==> src/sv/assert_macros.svh <==
// Shared assertion macros for the residual reducer.
`ifndef ASSERT_MACROS_SVH
`define ASSERT_MACROS_SVH

`ifndef ASSERT_OFF

// Same-cycle implication: cons must hold whenever ante holds.
`define ASSERT_IMPLIES(label, clk, rst, ante, cons) \
  label: assert property (@(posedge clk) disable iff (rst) (ante) |-> (cons)) \
    else $error("%m: implication check failed");

// Next-cycle implication: cons must hold the cycle after ante.
`define ASSERT_NEXT(label, clk, rst, ante, cons) \
  label: assert property (@(posedge clk) disable iff (rst) (ante) |=> (cons)) \
    else $error("%m: next-cycle check failed");

`else

`define ASSERT_IMPLIES(label, clk, rst, ante, cons)
`define ASSERT_NEXT(label, clk, rst, ante, cons)

`endif

`endif

==> src/sv/npr_pkg.sv <==
package npr_pkg;

  localparam int NPR_COORD_W = 24;
  localparam int NPR_VAL_W   = 32;
  localparam int NPR_VOLT_W  = 31;
  localparam int NPR_RAD_W   = 64;
  localparam int NPR_ROOT_W  = 32;
  localparam int NPR_SPH_W   = 2 * NPR_COORD_W + 1;

  // Queue depth between front and back; keep a power of two.
  localparam int NPR_QDEPTH  = 2;
  localparam int NPR_QPTR_W  = $clog2(NPR_QDEPTH);
  localparam int NPR_QCNT_W  = $clog2(NPR_QDEPTH + 1);

  localparam logic [NPR_COORD_W-1:0] NPR_RST_GROUND_HEIGHT = 24'd0;
  localparam logic [NPR_COORD_W-1:0] NPR_RST_GROUND_DEPTH  = 24'd1000;
  localparam logic [NPR_COORD_W-1:0] NPR_RST_TIP_HEIGHT    = 24'd100000;
  localparam logic [NPR_COORD_W-1:0] NPR_RST_TIP_RADIUS    = 24'd5000;
  localparam logic [NPR_COORD_W-1:0] NPR_RST_SHANK_RADIUS  = 24'd5000;

  typedef enum logic [2:0] {
    REG_GROUND_HEIGHT   = 3'd0,
    REG_GROUND_DEPTH    = 3'd1,
    REG_TIP_HEIGHT      = 3'd2,
    REG_TIP_RADIUS      = 3'd3,
    REG_SHANK_RADIUS    = 3'd4,
    REG_APPLIED_VOLTAGE = 3'd5
  } npr_reg_e;

  typedef enum logic [1:0] {
    CLASS_GAS    = 2'd0,
    CLASS_GROUND = 2'd1,
    CLASS_HV     = 2'd2
  } npr_class_e;

  typedef enum logic [3:0] {
    F_IDLE,
    F_SQ_R,
    F_SQ_DZ,
    F_SQ_TR,
    F_SQ_ER,
    F_SQ_EZ,
    F_SUM,
    F_ROOT_GO,
    F_ROOT_WAIT,
    F_PUSH
  } npr_fstate_e;

  typedef struct packed {
    logic        [NPR_COORD_W-1:0] ground_height;
    logic        [NPR_COORD_W-1:0] ground_depth;
    logic        [NPR_COORD_W-1:0] tip_height;
    logic        [NPR_COORD_W-1:0] tip_radius;
    logic        [NPR_COORD_W-1:0] shank_radius;
    logic signed [NPR_VOLT_W-1:0]  applied_voltage;
  } npr_cfg_t;

  typedef struct packed {
    logic        [NPR_COORD_W-1:0] radius;
    logic        [NPR_COORD_W-1:0] height;
    logic signed [NPR_VAL_W-1:0]   potential;
    logic signed [NPR_VAL_W-1:0]   radial_field;
    logic signed [NPR_VAL_W-1:0]   axial_field;
    logic                          last_cell;
  } npr_in_t;

  typedef struct packed {
    logic [1:0]           cell_class;
    logic [NPR_VAL_W-1:0] peak_field;
    logic [NPR_VAL_W-1:0] peak_hv_error;
    logic [NPR_VAL_W-1:0] peak_ground_error;
    logic                 sweep_done;
  } npr_out_t;

  // One classified cell handed from front to back.
  typedef struct packed {
    npr_class_e            cls;
    logic [NPR_ROOT_W-1:0] mag;
    logic [NPR_VAL_W-1:0]  hv_err;
    logic [NPR_VAL_W-1:0]  gnd_err;
    logic                  last;
  } npr_task_t;

  function automatic logic [NPR_VAL_W-1:0] npr_abs32(input logic signed [NPR_VAL_W-1:0] x);
    npr_abs32 = x[NPR_VAL_W-1] ? (~x + 1'b1) : x;
  endfunction

endpackage

==> src/sv/npr_isqrt.sv <==
`include "assert_macros.svh"

module npr_isqrt (
  input  logic                           clk,
  input  logic                           rst,
  input  logic                           start,
  input  logic [npr_pkg::NPR_RAD_W-1:0]  radicand,
  output logic                           busy,
  output logic [npr_pkg::NPR_ROOT_W-1:0] root
);
  import npr_pkg::*;

  localparam int CNT_W = $clog2(NPR_ROOT_W);
  localparam int REM_W = NPR_ROOT_W + 2;
  localparam int SH_W  = REM_W + 2;

  logic [NPR_RAD_W-1:0] rad;
  logic [REM_W-1:0]     rem;
  logic [CNT_W-1:0]     cnt;
  logic [SH_W-1:0]      rem_sh;
  logic [SH_W-1:0]      trial;
  logic                 take;

  // Restoring square root, one result bit per cycle, MSB first.
  assign rem_sh = {rem, rad[NPR_RAD_W-1 -: 2]};
  assign trial  = {2'b00, root, 2'b01};
  assign take   = rem_sh >= trial;

  always_ff @(posedge clk) begin
    if (rst) begin
      busy <= 1'b0;
      cnt  <= '0;
    end else if (start) begin
      busy <= 1'b1;
      cnt  <= CNT_W'(NPR_ROOT_W - 1);
    end else if (busy) begin
      if (cnt == '0) begin
        busy <= 1'b0;
      end
      cnt <= cnt - 1'b1;
    end
  end

  always_ff @(posedge clk) begin
    if (start) begin
      rad  <= radicand;
      rem  <= '0;
      root <= '0;
    end else if (busy) begin
      rad <= {rad[NPR_RAD_W-3:0], 2'b00};
      if (take) begin
        rem  <= REM_W'(rem_sh - trial);
        root <= {root[NPR_ROOT_W-2:0], 1'b1};
      end else begin
        rem  <= rem_sh[REM_W-1:0];
        root <= {root[NPR_ROOT_W-2:0], 1'b0};
      end
    end
  end

endmodule

==> src/sv/npr_queue.sv <==
`include "assert_macros.svh"

module npr_queue (
  input  logic                clk,
  input  logic                rst,
  input  logic                push,
  input  npr_pkg::npr_task_t  push_task,
  output logic                full,
  input  logic                pop,
  output npr_pkg::npr_task_t  pop_task,
  output logic                empty
);
  import npr_pkg::*;

  npr_task_t             slots [NPR_QDEPTH];
  logic [NPR_QPTR_W-1:0] wr_ptr;
  logic [NPR_QPTR_W-1:0] rd_ptr;
  logic [NPR_QCNT_W-1:0] count;

  assign full     = count == NPR_QCNT_W'(NPR_QDEPTH);
  assign empty    = count == '0;
  assign pop_task = slots[rd_ptr];

  always_ff @(posedge clk) begin
    if (rst) begin
      wr_ptr <= '0;
      rd_ptr <= '0;
      count  <= '0;
    end else begin
      if (push) begin
        wr_ptr <= wr_ptr + 1'b1;
      end
      if (pop) begin
        rd_ptr <= rd_ptr + 1'b1;
      end
      if (push && !pop) begin
        count <= count + 1'b1;
      end else if (pop && !push) begin
        count <= count - 1'b1;
      end
    end
  end

  always_ff @(posedge clk) begin
    if (push) begin
      slots[wr_ptr] <= push_task;
    end
  end

  `ASSERT_IMPLIES(a_no_push_full, clk, rst, push, !full)
  `ASSERT_IMPLIES(a_no_pop_empty, clk, rst, pop, !empty)

endmodule

==> src/sv/npr_front.sv <==
`include "assert_macros.svh"

module npr_front (
  input  logic               clk,
  input  logic               rst,
  input  npr_pkg::npr_cfg_t  cfg,
  input  logic               in_valid,
  output logic               in_stall,
  input  npr_pkg::npr_in_t   in_word,
  input  logic               q_full,
  output logic               q_push,
  output npr_pkg::npr_task_t q_task
);
  import npr_pkg::*;

  npr_fstate_e state;
  npr_fstate_e state_next;

  logic [NPR_COORD_W-1:0] r;
  logic [NPR_COORD_W-1:0] dz;
  logic                   below_top;
  logic                   in_shank;
  logic [NPR_VAL_W-1:0]   er;
  logic [NPR_VAL_W-1:0]   ez;
  logic [NPR_VAL_W-1:0]   hv_err;
  logic [NPR_VAL_W-1:0]   gnd_err;
  logic                   last;
  npr_class_e             cls;

  logic [NPR_RAD_W-1:0]   prod;
  logic [NPR_SPH_W-1:0]   sph;
  logic [NPR_RAD_W-1:0]   fsq;
  logic [NPR_ROOT_W-1:0]  mag;

  logic [NPR_VAL_W-1:0]   mul_a;
  logic [NPR_VAL_W-1:0]   mul_b;
  logic                   sq_start;
  logic                   sq_busy;
  logic [NPR_ROOT_W-1:0]  sq_root;
  logic                   accept;

  logic [NPR_COORD_W:0]   ground_top;
  logic signed [NPR_VAL_W:0] hv_diff;
  logic [NPR_VAL_W:0]     hv_abs;

  assign accept     = in_valid && !in_stall;
  assign ground_top = {1'b0, cfg.ground_height} + {1'b0, cfg.ground_depth};
  assign hv_diff    = {in_word.potential[NPR_VAL_W-1], in_word.potential}
                    - {{2{cfg.applied_voltage[NPR_VOLT_W-1]}}, cfg.applied_voltage};
  assign hv_abs     = hv_diff[NPR_VAL_W] ? (~hv_diff + 1'b1) : hv_diff;

  npr_isqrt u_isqrt (
    .clk      (clk),
    .rst      (rst),
    .start    (sq_start),
    .radicand (fsq),
    .busy     (sq_busy),
    .root     (sq_root)
  );

  always_ff @(posedge clk) begin
    if (rst) begin
      state <= F_IDLE;
    end else begin
      state <= state_next;
    end
  end

  always_comb begin
    state_next = state;
    in_stall   = 1'b1;
    sq_start   = 1'b0;
    q_push     = 1'b0;
    mul_a      = '0;
    mul_b      = '0;
    unique case (state)
      F_IDLE: begin
        in_stall = 1'b0;
        if (in_valid) begin
          state_next = F_SQ_R;
        end
      end
      F_SQ_R: begin
        mul_a      = NPR_VAL_W'(r);
        mul_b      = NPR_VAL_W'(r);
        state_next = F_SQ_DZ;
      end
      F_SQ_DZ: begin
        mul_a      = NPR_VAL_W'(dz);
        mul_b      = NPR_VAL_W'(dz);
        state_next = F_SQ_TR;
      end
      F_SQ_TR: begin
        mul_a      = NPR_VAL_W'(cfg.tip_radius);
        mul_b      = NPR_VAL_W'(cfg.tip_radius);
        state_next = F_SQ_ER;
      end
      F_SQ_ER: begin
        mul_a      = er;
        mul_b      = er;
        state_next = F_SQ_EZ;
      end
      F_SQ_EZ: begin
        mul_a      = ez;
        mul_b      = ez;
        state_next = F_SUM;
      end
      F_SUM: begin
        state_next = F_ROOT_GO;
      end
      F_ROOT_GO: begin
        sq_start   = 1'b1;
        state_next = F_ROOT_WAIT;
      end
      F_ROOT_WAIT: begin
        if (!sq_busy) begin
          state_next = F_PUSH;
        end
      end
      F_PUSH: begin
        if (!q_full) begin
          q_push     = 1'b1;
          state_next = F_IDLE;
        end
      end
      default: begin
        state_next = F_IDLE;
      end
    endcase
  end

  // Capture the cell and everything that needs only an add or a compare.
  always_ff @(posedge clk) begin
    if (accept) begin
      r         <= in_word.radius;
      dz        <= (in_word.height >= cfg.tip_height) ? in_word.height - cfg.tip_height
                                                      : cfg.tip_height - in_word.height;
      below_top <= {1'b0, in_word.height} <= ground_top;
      in_shank  <= (in_word.radius <= cfg.shank_radius) &&
                   (in_word.height >= cfg.tip_height);
      er        <= npr_abs32(in_word.radial_field);
      ez        <= npr_abs32(in_word.axial_field);
      hv_err    <= hv_abs[NPR_VAL_W-1:0];
      gnd_err   <= npr_abs32(in_word.potential);
      last      <= in_word.last_cell;
    end
  end

  // Shared multiplier, one square per cycle; each folds in the next cycle.
  always_ff @(posedge clk) begin
    prod <= NPR_RAD_W'(mul_a) * NPR_RAD_W'(mul_b);
    unique case (state)
      F_SQ_DZ: begin
        sph <= NPR_SPH_W'(prod[2*NPR_COORD_W-1:0]);
      end
      F_SQ_TR: begin
        sph <= sph + NPR_SPH_W'(prod[2*NPR_COORD_W-1:0]);
      end
      F_SQ_ER: begin
        if (below_top) begin
          cls <= CLASS_GROUND;
        end else if (sph <= NPR_SPH_W'(prod[2*NPR_COORD_W-1:0]) || in_shank) begin
          cls <= CLASS_HV;
        end else begin
          cls <= CLASS_GAS;
        end
      end
      F_SQ_EZ: begin
        fsq <= prod;
      end
      F_SUM: begin
        fsq <= fsq + prod;
      end
      F_ROOT_WAIT: begin
        mag <= sq_root;
      end
      default: begin
      end
    endcase
  end

  assign q_task = '{cls: cls, mag: mag, hv_err: hv_err, gnd_err: gnd_err, last: last};

  `ASSERT_IMPLIES(a_root_start_idle, clk, rst, sq_start, !sq_busy)

endmodule

==> src/sv/npr_back.sv <==
`include "assert_macros.svh"

module npr_back (
  input  logic               clk,
  input  logic               rst,
  input  logic               q_empty,
  input  npr_pkg::npr_task_t q_task,
  output logic               q_pop,
  output logic               out_valid,
  input  logic               out_stall,
  output npr_pkg::npr_out_t  out_word
);
  import npr_pkg::*;

  logic [NPR_VAL_W-1:0] field_peak;
  logic [NPR_VAL_W-1:0] hv_peak;
  logic [NPR_VAL_W-1:0] gnd_peak;
  logic [NPR_VAL_W-1:0] field_peak_next;
  logic [NPR_VAL_W-1:0] hv_peak_next;
  logic [NPR_VAL_W-1:0] gnd_peak_next;
  logic                 load;

  // Take a word whenever the output register is free or being emptied.
  assign load  = !q_empty && (!out_valid || !out_stall);
  assign q_pop = load;

  always_comb begin
    field_peak_next = (q_task.mag > field_peak) ? q_task.mag : field_peak;
    hv_peak_next    = hv_peak;
    gnd_peak_next   = gnd_peak;
    if (q_task.cls == CLASS_HV && q_task.hv_err > hv_peak) begin
      hv_peak_next = q_task.hv_err;
    end
    if (q_task.cls == CLASS_GROUND && q_task.gnd_err > gnd_peak) begin
      gnd_peak_next = q_task.gnd_err;
    end
  end

  always_ff @(posedge clk) begin
    if (rst) begin
      out_valid  <= 1'b0;
      field_peak <= '0;
      hv_peak    <= '0;
      gnd_peak   <= '0;
    end else if (load) begin
      out_valid <= 1'b1;
      // Drop the maxima once the last cell of a sweep is reported.
      if (q_task.last) begin
        field_peak <= '0;
        hv_peak    <= '0;
        gnd_peak   <= '0;
      end else begin
        field_peak <= field_peak_next;
        hv_peak    <= hv_peak_next;
        gnd_peak   <= gnd_peak_next;
      end
    end else if (!out_stall) begin
      out_valid <= 1'b0;
    end
  end

  always_ff @(posedge clk) begin
    if (load) begin
      out_word <= '{cell_class:        q_task.cls,
                    peak_field:        field_peak_next,
                    peak_hv_error:     hv_peak_next,
                    peak_ground_error: gnd_peak_next,
                    sweep_done:        q_task.last};
    end
  end

  `ASSERT_NEXT(a_clear_after_last, clk, rst, load && q_task.last,
    field_peak == '0 && hv_peak == '0 && gnd_peak == '0)

endmodule

==> src/sv/needle_plane_cell_residual_reducer.sv <==
// Channel  | Signals                               | Handshake
// ---------+---------------------------------------+---------------------------------
// in       | in_valid, in_stall, in_word           | word taken when valid && !stall
// out      | out_valid, out_stall, out_word        | word taken when valid && !stall
// cfg      | cfg_valid, cfg_ready, cfg_index/data  | write when valid && ready
//
// Per cell, the front runs five squares through one shared 32x32 multiplier,
//   a sum, then a 32-step bit-serial square root.
// A two-word queue parts front and back, so the front keeps working while an
//   output word waits on out_stall; in_stall stays high while the front is busy.
// Reset: rst is synchronous, active high; it loads the register defaults and clears
//   the maxima, the queue and out_valid. cfg_ready is always high; write only when idle.
module needle_plane_cell_residual_reducer (
  input  logic              clk,
  input  logic              rst,
  input  logic              in_valid,
  output logic              in_stall,
  input  npr_pkg::npr_in_t  in_word,
  output logic              out_valid,
  input  logic              out_stall,
  output npr_pkg::npr_out_t out_word,
  input  logic              cfg_valid,
  output logic              cfg_ready,
  input  logic [2:0]        cfg_index,
  input  logic [31:0]       cfg_data
);
  import npr_pkg::*;

  npr_cfg_t  cfg;
  npr_task_t push_task;
  npr_task_t pop_task;
  logic      q_push;
  logic      q_pop;
  logic      q_full;
  logic      q_empty;

  assign cfg_ready = 1'b1;

  // Register file: one write per handshake, unknown indexes are ignored.
  always_ff @(posedge clk) begin
    if (rst) begin
      cfg.ground_height   <= NPR_RST_GROUND_HEIGHT;
      cfg.ground_depth    <= NPR_RST_GROUND_DEPTH;
      cfg.tip_height      <= NPR_RST_TIP_HEIGHT;
      cfg.tip_radius      <= NPR_RST_TIP_RADIUS;
      cfg.shank_radius    <= NPR_RST_SHANK_RADIUS;
      cfg.applied_voltage <= '0;
    end else if (cfg_valid && cfg_ready) begin
      unique case (npr_reg_e'(cfg_index))
        REG_GROUND_HEIGHT:   cfg.ground_height   <= cfg_data[NPR_COORD_W-1:0];
        REG_GROUND_DEPTH:    cfg.ground_depth    <= cfg_data[NPR_COORD_W-1:0];
        REG_TIP_HEIGHT:      cfg.tip_height      <= cfg_data[NPR_COORD_W-1:0];
        REG_TIP_RADIUS:      cfg.tip_radius      <= cfg_data[NPR_COORD_W-1:0];
        REG_SHANK_RADIUS:    cfg.shank_radius    <= cfg_data[NPR_COORD_W-1:0];
        REG_APPLIED_VOLTAGE: cfg.applied_voltage <= cfg_data[NPR_VOLT_W-1:0];
        default: begin
        end
      endcase
    end
  end

  // Front: accept a cell, classify it and take the field magnitude.
  npr_front u_front (
    .clk      (clk),
    .rst      (rst),
    .cfg      (cfg),
    .in_valid (in_valid),
    .in_stall (in_stall),
    .in_word  (in_word),
    .q_full   (q_full),
    .q_push   (q_push),
    .q_task   (push_task)
  );

  // Hold classified cells until the back can take them.
  npr_queue u_queue (
    .clk       (clk),
    .rst       (rst),
    .push      (q_push),
    .push_task (push_task),
    .full      (q_full),
    .pop       (q_pop),
    .pop_task  (pop_task),
    .empty     (q_empty)
  );

  // Back: advance the running maxima and present the result word.
  npr_back u_back (
    .clk       (clk),
    .rst       (rst),
    .q_empty   (q_empty),
    .q_task    (pop_task),
    .q_pop     (q_pop),
    .out_valid (out_valid),
    .out_stall (out_stall),
    .out_word  (out_word)
  );

endmodule
==> config.mk <==
export PLATFORM = sky130hd
export DESIGN_NAME = needle_plane_cell_residual_reducer
export DESIGN_NICKNAME = d
export VERILOG_FILES = /design/src/sv/npr_pkg.sv /design/src/sv/npr_isqrt.sv /design/src/sv/npr_queue.sv /design/src/sv/npr_front.sv /design/src/sv/npr_back.sv /design/src/sv/needle_plane_cell_residual_reducer.sv
export VERILOG_INCLUDE_DIRS = /design/src /design/src/sv
export SDC_FILE = /design/constraint.sdc
export NUM_CORES = 2
export LEC_CHECK = 0
export ABC_CLOCK_PERIOD_IN_PS = 12400
export BUFFER_PORTS_ARGS = -buffer_cell sky130_fd_sc_hd__clkbuf_2
export CAP_MARGIN = 20
export CORE_ASPECT_RATIO = 1.2
export CORE_MARGIN = 2
export CORE_UTILIZATION = 27
export DETAILED_ROUTE_END_ITERATION = 10
export GPL_TIMING_DRIVEN = 0
export HOLD_SLACK_MARGIN = 0.08
export PLACE_DENSITY = 0.5
export SLEW_MARGIN = 5
export SYNTH_ARGS = -nofsm -noshare
export SYNTH_HDL_FRONTEND = slang
export SYNTH_SLANG_ARGS = --single-unit
==> constraint.sdc <==
create_clock -name clk -period 12.4 [get_ports clk]
set_input_delay 0.62 -clock clk [delete_from_list [all_inputs] [get_ports clk]]
set_output_delay 0.62 -clock clk [all_outputs]
set_load 0.02 [all_outputs]
==> reports/results.tsv <==
stage	metric	value	unit
clock_tree	CTS tree	done	
floorplan	die width	521	um
grt	GRT busiest layer	met2	
synth	#FFs+latches synth	1079	
power	P_leak	42.8	nW
grt	GRT Total Usage	0.171	
grt	antenna violations before repair	13	
floorplan	initial core utilization	0.271	
grt	vias in the first global route	68100	
synth	Mapped Area	86800	um2
synth	Commonest cells post-synth	inv_1 (1,477), nand2_1 (1,151), fa_1 (801)	
route	WL per Instance	20.4	um
synth	Mapped Nets	10800	
worst_setup_path	Stages on worst setup path	36	
sta	minimum clock period	12160	ps
sta	Slew @ Worst Pin	1230	ps
power	Worst IR Drop VDD	0.131	mV
clock_tree	CTS max path bufs	3	
synth	sequential share of the synthesized area	0.328	
worst_hold_path	hold path cells	1	
synth	ys flop type	edfxtp_1	
worst_setup_path	CP endpoint kind	register	
outcome	outcome	complete, no violations	
power	Int Pwr	9.18	mW
synth	dominant cells by area after synthesis	edfxtp_1 (24%), fa_1 (18%), ha_1 (11%)	
worst_setup_path	Worst Setup Path Type	register to register	
grt	met3 GRT Util	0.0188	
power	Psw	6.37	mW
synth	Yosys top cell area share	0.238	
finish	share of post-route cells with drive strength above 1	0.0695	
synth	average size of a mapped cell	9.57	um2
finish	FILL cells	33500	
grt	GRT met2 Usage	0.294	
worst_setup_path	Register-to-Register Path Depth	36	
route	Detailed Route WL	283	mm
sta	RSZ-0062 raised after global routing	false	
power	Sw Ratio	0.410	
worst_setup_path	RR Endpoint	u_front.prod[54]	
floorplan	die area	326000	um2
route	# DRC	0	
clock_tree	clock-pin slew on the worst setup and hold paths	60	ps
worst_hold_path	worst hold start	in_word[126]	
synth	Syn Inst Count	9062	
power	share of power burned in registers	0.299	
grt	first-pass GRT wire length	426	mm
sta	Slew Viols, Final	0	
sta	f_max	82.2	MHz
worst_setup_path	WP data required	12960	ps
sta	endpoints failing hold	0	
synth	number of flops mapped to enable cells by yosys	687	
worst_setup_path	crit-path max FO	10	
placement	Port Buf Inserts	282	
clock_tree	H-tree levels	3	
synth	most numerous cell in the Yosys netlist	inv_1	
worst_setup_path	slowest stage cell, crit path	clkbuf_1	
sta	Worst Skew	112	ps
worst_hold_path	Hold Crit Class	input pin to register	
route	DR iter-0 viols	4638	
sta	Rel. slew slack	0.178	
floorplan	row cnt	228	
sta	fin crit share	0.981	
finish	NumNets Final	11200	
worst_setup_path	CP delay by family, top	adder cells	
floorplan	CORE AREA	321000	um2
synth	area leader, netlist	edfxtp_1	
synth	Ys Warns	0	
power	Gate power share	0.458	
finish	P&R area growth vs syn	13.7	%
synth	Async SR Flop Fraction	0	
worst_hold_path	hold endpoint	u_front.r[5]	
worst_setup_path	sum of buffers and inverters on the critical path	11	
sta	Setup TNS	0	ps
worst_setup_path	reg2reg start	u_front.state[3]	
route	Vias per Instance	4.74	
floorplan	die height	625	um
worst_setup_path	Worst Path Arrival	12720	ps
clock_tree	CTS buffer count	119	
route	TritonRoute pass-1 iters	7	
worst_setup_path	Critical Path Start Type	register	
worst_setup_path	most used cell, CP	fa_1	
synth	Netlist cell types	92	
sta	endpoints failing setup	0	
floorplan	I/O pins	287	
route	Detail Route Antenna Nets	0	
worst_setup_path	FF-to-FF setup slack	240	ps
clock_tree	CTS Sinks	1079	
clock_tree	root buf cell	clkbuf_16	
grt	largest net degree at the start of global routing	71	
worst_setup_path	max incr delay on CP	730	ps
placement	Placed Cells	13600	
power	clock share of power	0.244	
placement	DP Area	94100	um2
grt	met1 Resource Use GR	0.221	
placement	hpwl dp	229	mm
power	P per Cell Area	158	nW/um2
finish	post-route cell area	98700	um2
run	max cap viols	0	
route	vias	65900	
finish	post-layout util	0.308	
clock_tree	Skew-Pair Late Insertion Delay	790	ps
finish	fin cells	13900	
grt	grt ovf	0	
placement	RePlAce Congestion	0.954	
[layout by cell type, fill, tap and decap left out, drive strengths merged, types with 70 or more instances in the layout]
cell type,synthesis,routed
inv,1477,1482
nand2,1151,1151
fa,801,801
clkbuf,319,757
ha,729,729
edfxtp,687,687
nor2,623,623
a21oi,592,592
dfxtp,392,392
o21ai,362,362
xnor2,292,292
a21o,190,190
mux2i,131,131
xor2,122,122
nand4,108,108
buf,35,70
[layout make-up]
cell class / count / area [um2] / area share
multi-input combinational: 6140 / 51400 / 0.521
sequential: 1079 / 28500 / 0.289
inverter: 1487 / 5610 / 0.0569
tap: 4255 / 5320 / 0.0540
clock buffer: 159 / 3340 / 0.0339
timing repair buffer: 341 / 2190 / 0.0222
buffer: 350 / 1400 / 0.0142
clock inverter: 69 / 891 / 0.00903
antenna: 5 / 12.5 / 0.000127
[layer usage]
layer,share of wire,routed length [um]
met1,0.43,123000
met2,0.48,136000
met3,0.049,13900
met4,0.038,10800
met5,0.000032,9
[cells by family (layout without fill, tap and decap cells)]
kind of cell | count (synthesis) | count (layout) | synth area share
fa+ha+maj | 1530 | 1530 | 0.290
simple gates | 2347 | 2347 | 0.118
flops | 1079 | 1079 | 0.328
other cells | 1 | 6 | 0.0000432
buf+inv | 1843 | 2406 | 0.0803
mux | 174 | 174 | 0.0207
compound gates | 1674 | 1674 | 0.121
xor+xnor | 414 | 414 | 0.0418
[worst max-delay path by stage]
stage                       end        startpoint  slack (ps)
2_1_floorplan  u_front.prod[63]  u_front.state[3]        2790
3_5_place_dp   u_front.prod[54]  u_front.state[2]        -890
3_3_place_gp   u_front.prod[54]  u_front.state[3]       -1680
6_report       u_front.prod[54]  u_front.state[3]         240
5_1_grt        u_front.prod[54]  u_front.state[3]           1
4_1_cts        u_front.prod[61]  u_front.state[3]          40
[repair_timing]
action,CTS,global route
endpoints found under the hold margin,18,0
pin swaps,1,2
setup endpoints to repair,20,14
hold buffers,18,0
buffers inserted,2,6
gates resized for setup,9,50
[stage by stage]
| step | worst slack, ps | hold slack [ps] | power (mW) |
|---|---|---|---|
| 2_1_floorplan | 2790 | 421 | 9.53 |
| 3_3_place_gp | -1680 | 423 | 11.7 |
| 3_5_place_dp | -886 | 429 | 11.8 |
| 4_1_cts | 40.1 | 80.7 | 15.7 |
| 5_1_grt | 1.25 | 106 | 16.7 |
| 6_report | 236 | 165 | 15.5 |
[worst reg2reg max path, delay by kind of cell (launching register included)]
kind / cells / cell delay, ps
adder cells (fa/ha/maj): 9 / 4140
buffers and inverters: 11 / 3570
AO/OA/AOI/OAI: 11 / 3020
AND/OR/NAND/NOR: 4 / 710
flip-flops: 1 / 310
XOR/XNOR: 1 / 190
[power groups by stage]
stage               Sequential, mW  Clock [mW]  Combinational, mW
finish                        4.64        3.79               7.12
global route                  4.69        4.03               7.95
CTS                           4.64        3.90               7.12
detailed placement            4.72           0               7.06
global placement              4.75           0               6.97
floorplan                     4.75           0               4.77
[registers in the layout, summed over array words and instances (netlist names), 4 cells and up, named ones only]
signal,flops
u_queue.slots,198
u_front.ez,32
u_front.r,24
u_back.field_peak,32
u_front.fsq,64
cfg,151
u_front.er,32
u_front.u_isqrt.cnt,5
u_back.out_word,99
u_front.u_isqrt.rem,34
u_front.state,4
u_front.u_isqrt.root,32
u_front.dz,24
u_front.mag,32
u_front.prod,63
u_back.gnd_peak,32
u_back.hv_peak,32
u_front.sph,49
u_front.u_isqrt.rad,64
u_front.hv_err,32
u_front.gnd_err,32
(Power assumes the default switching activity.)
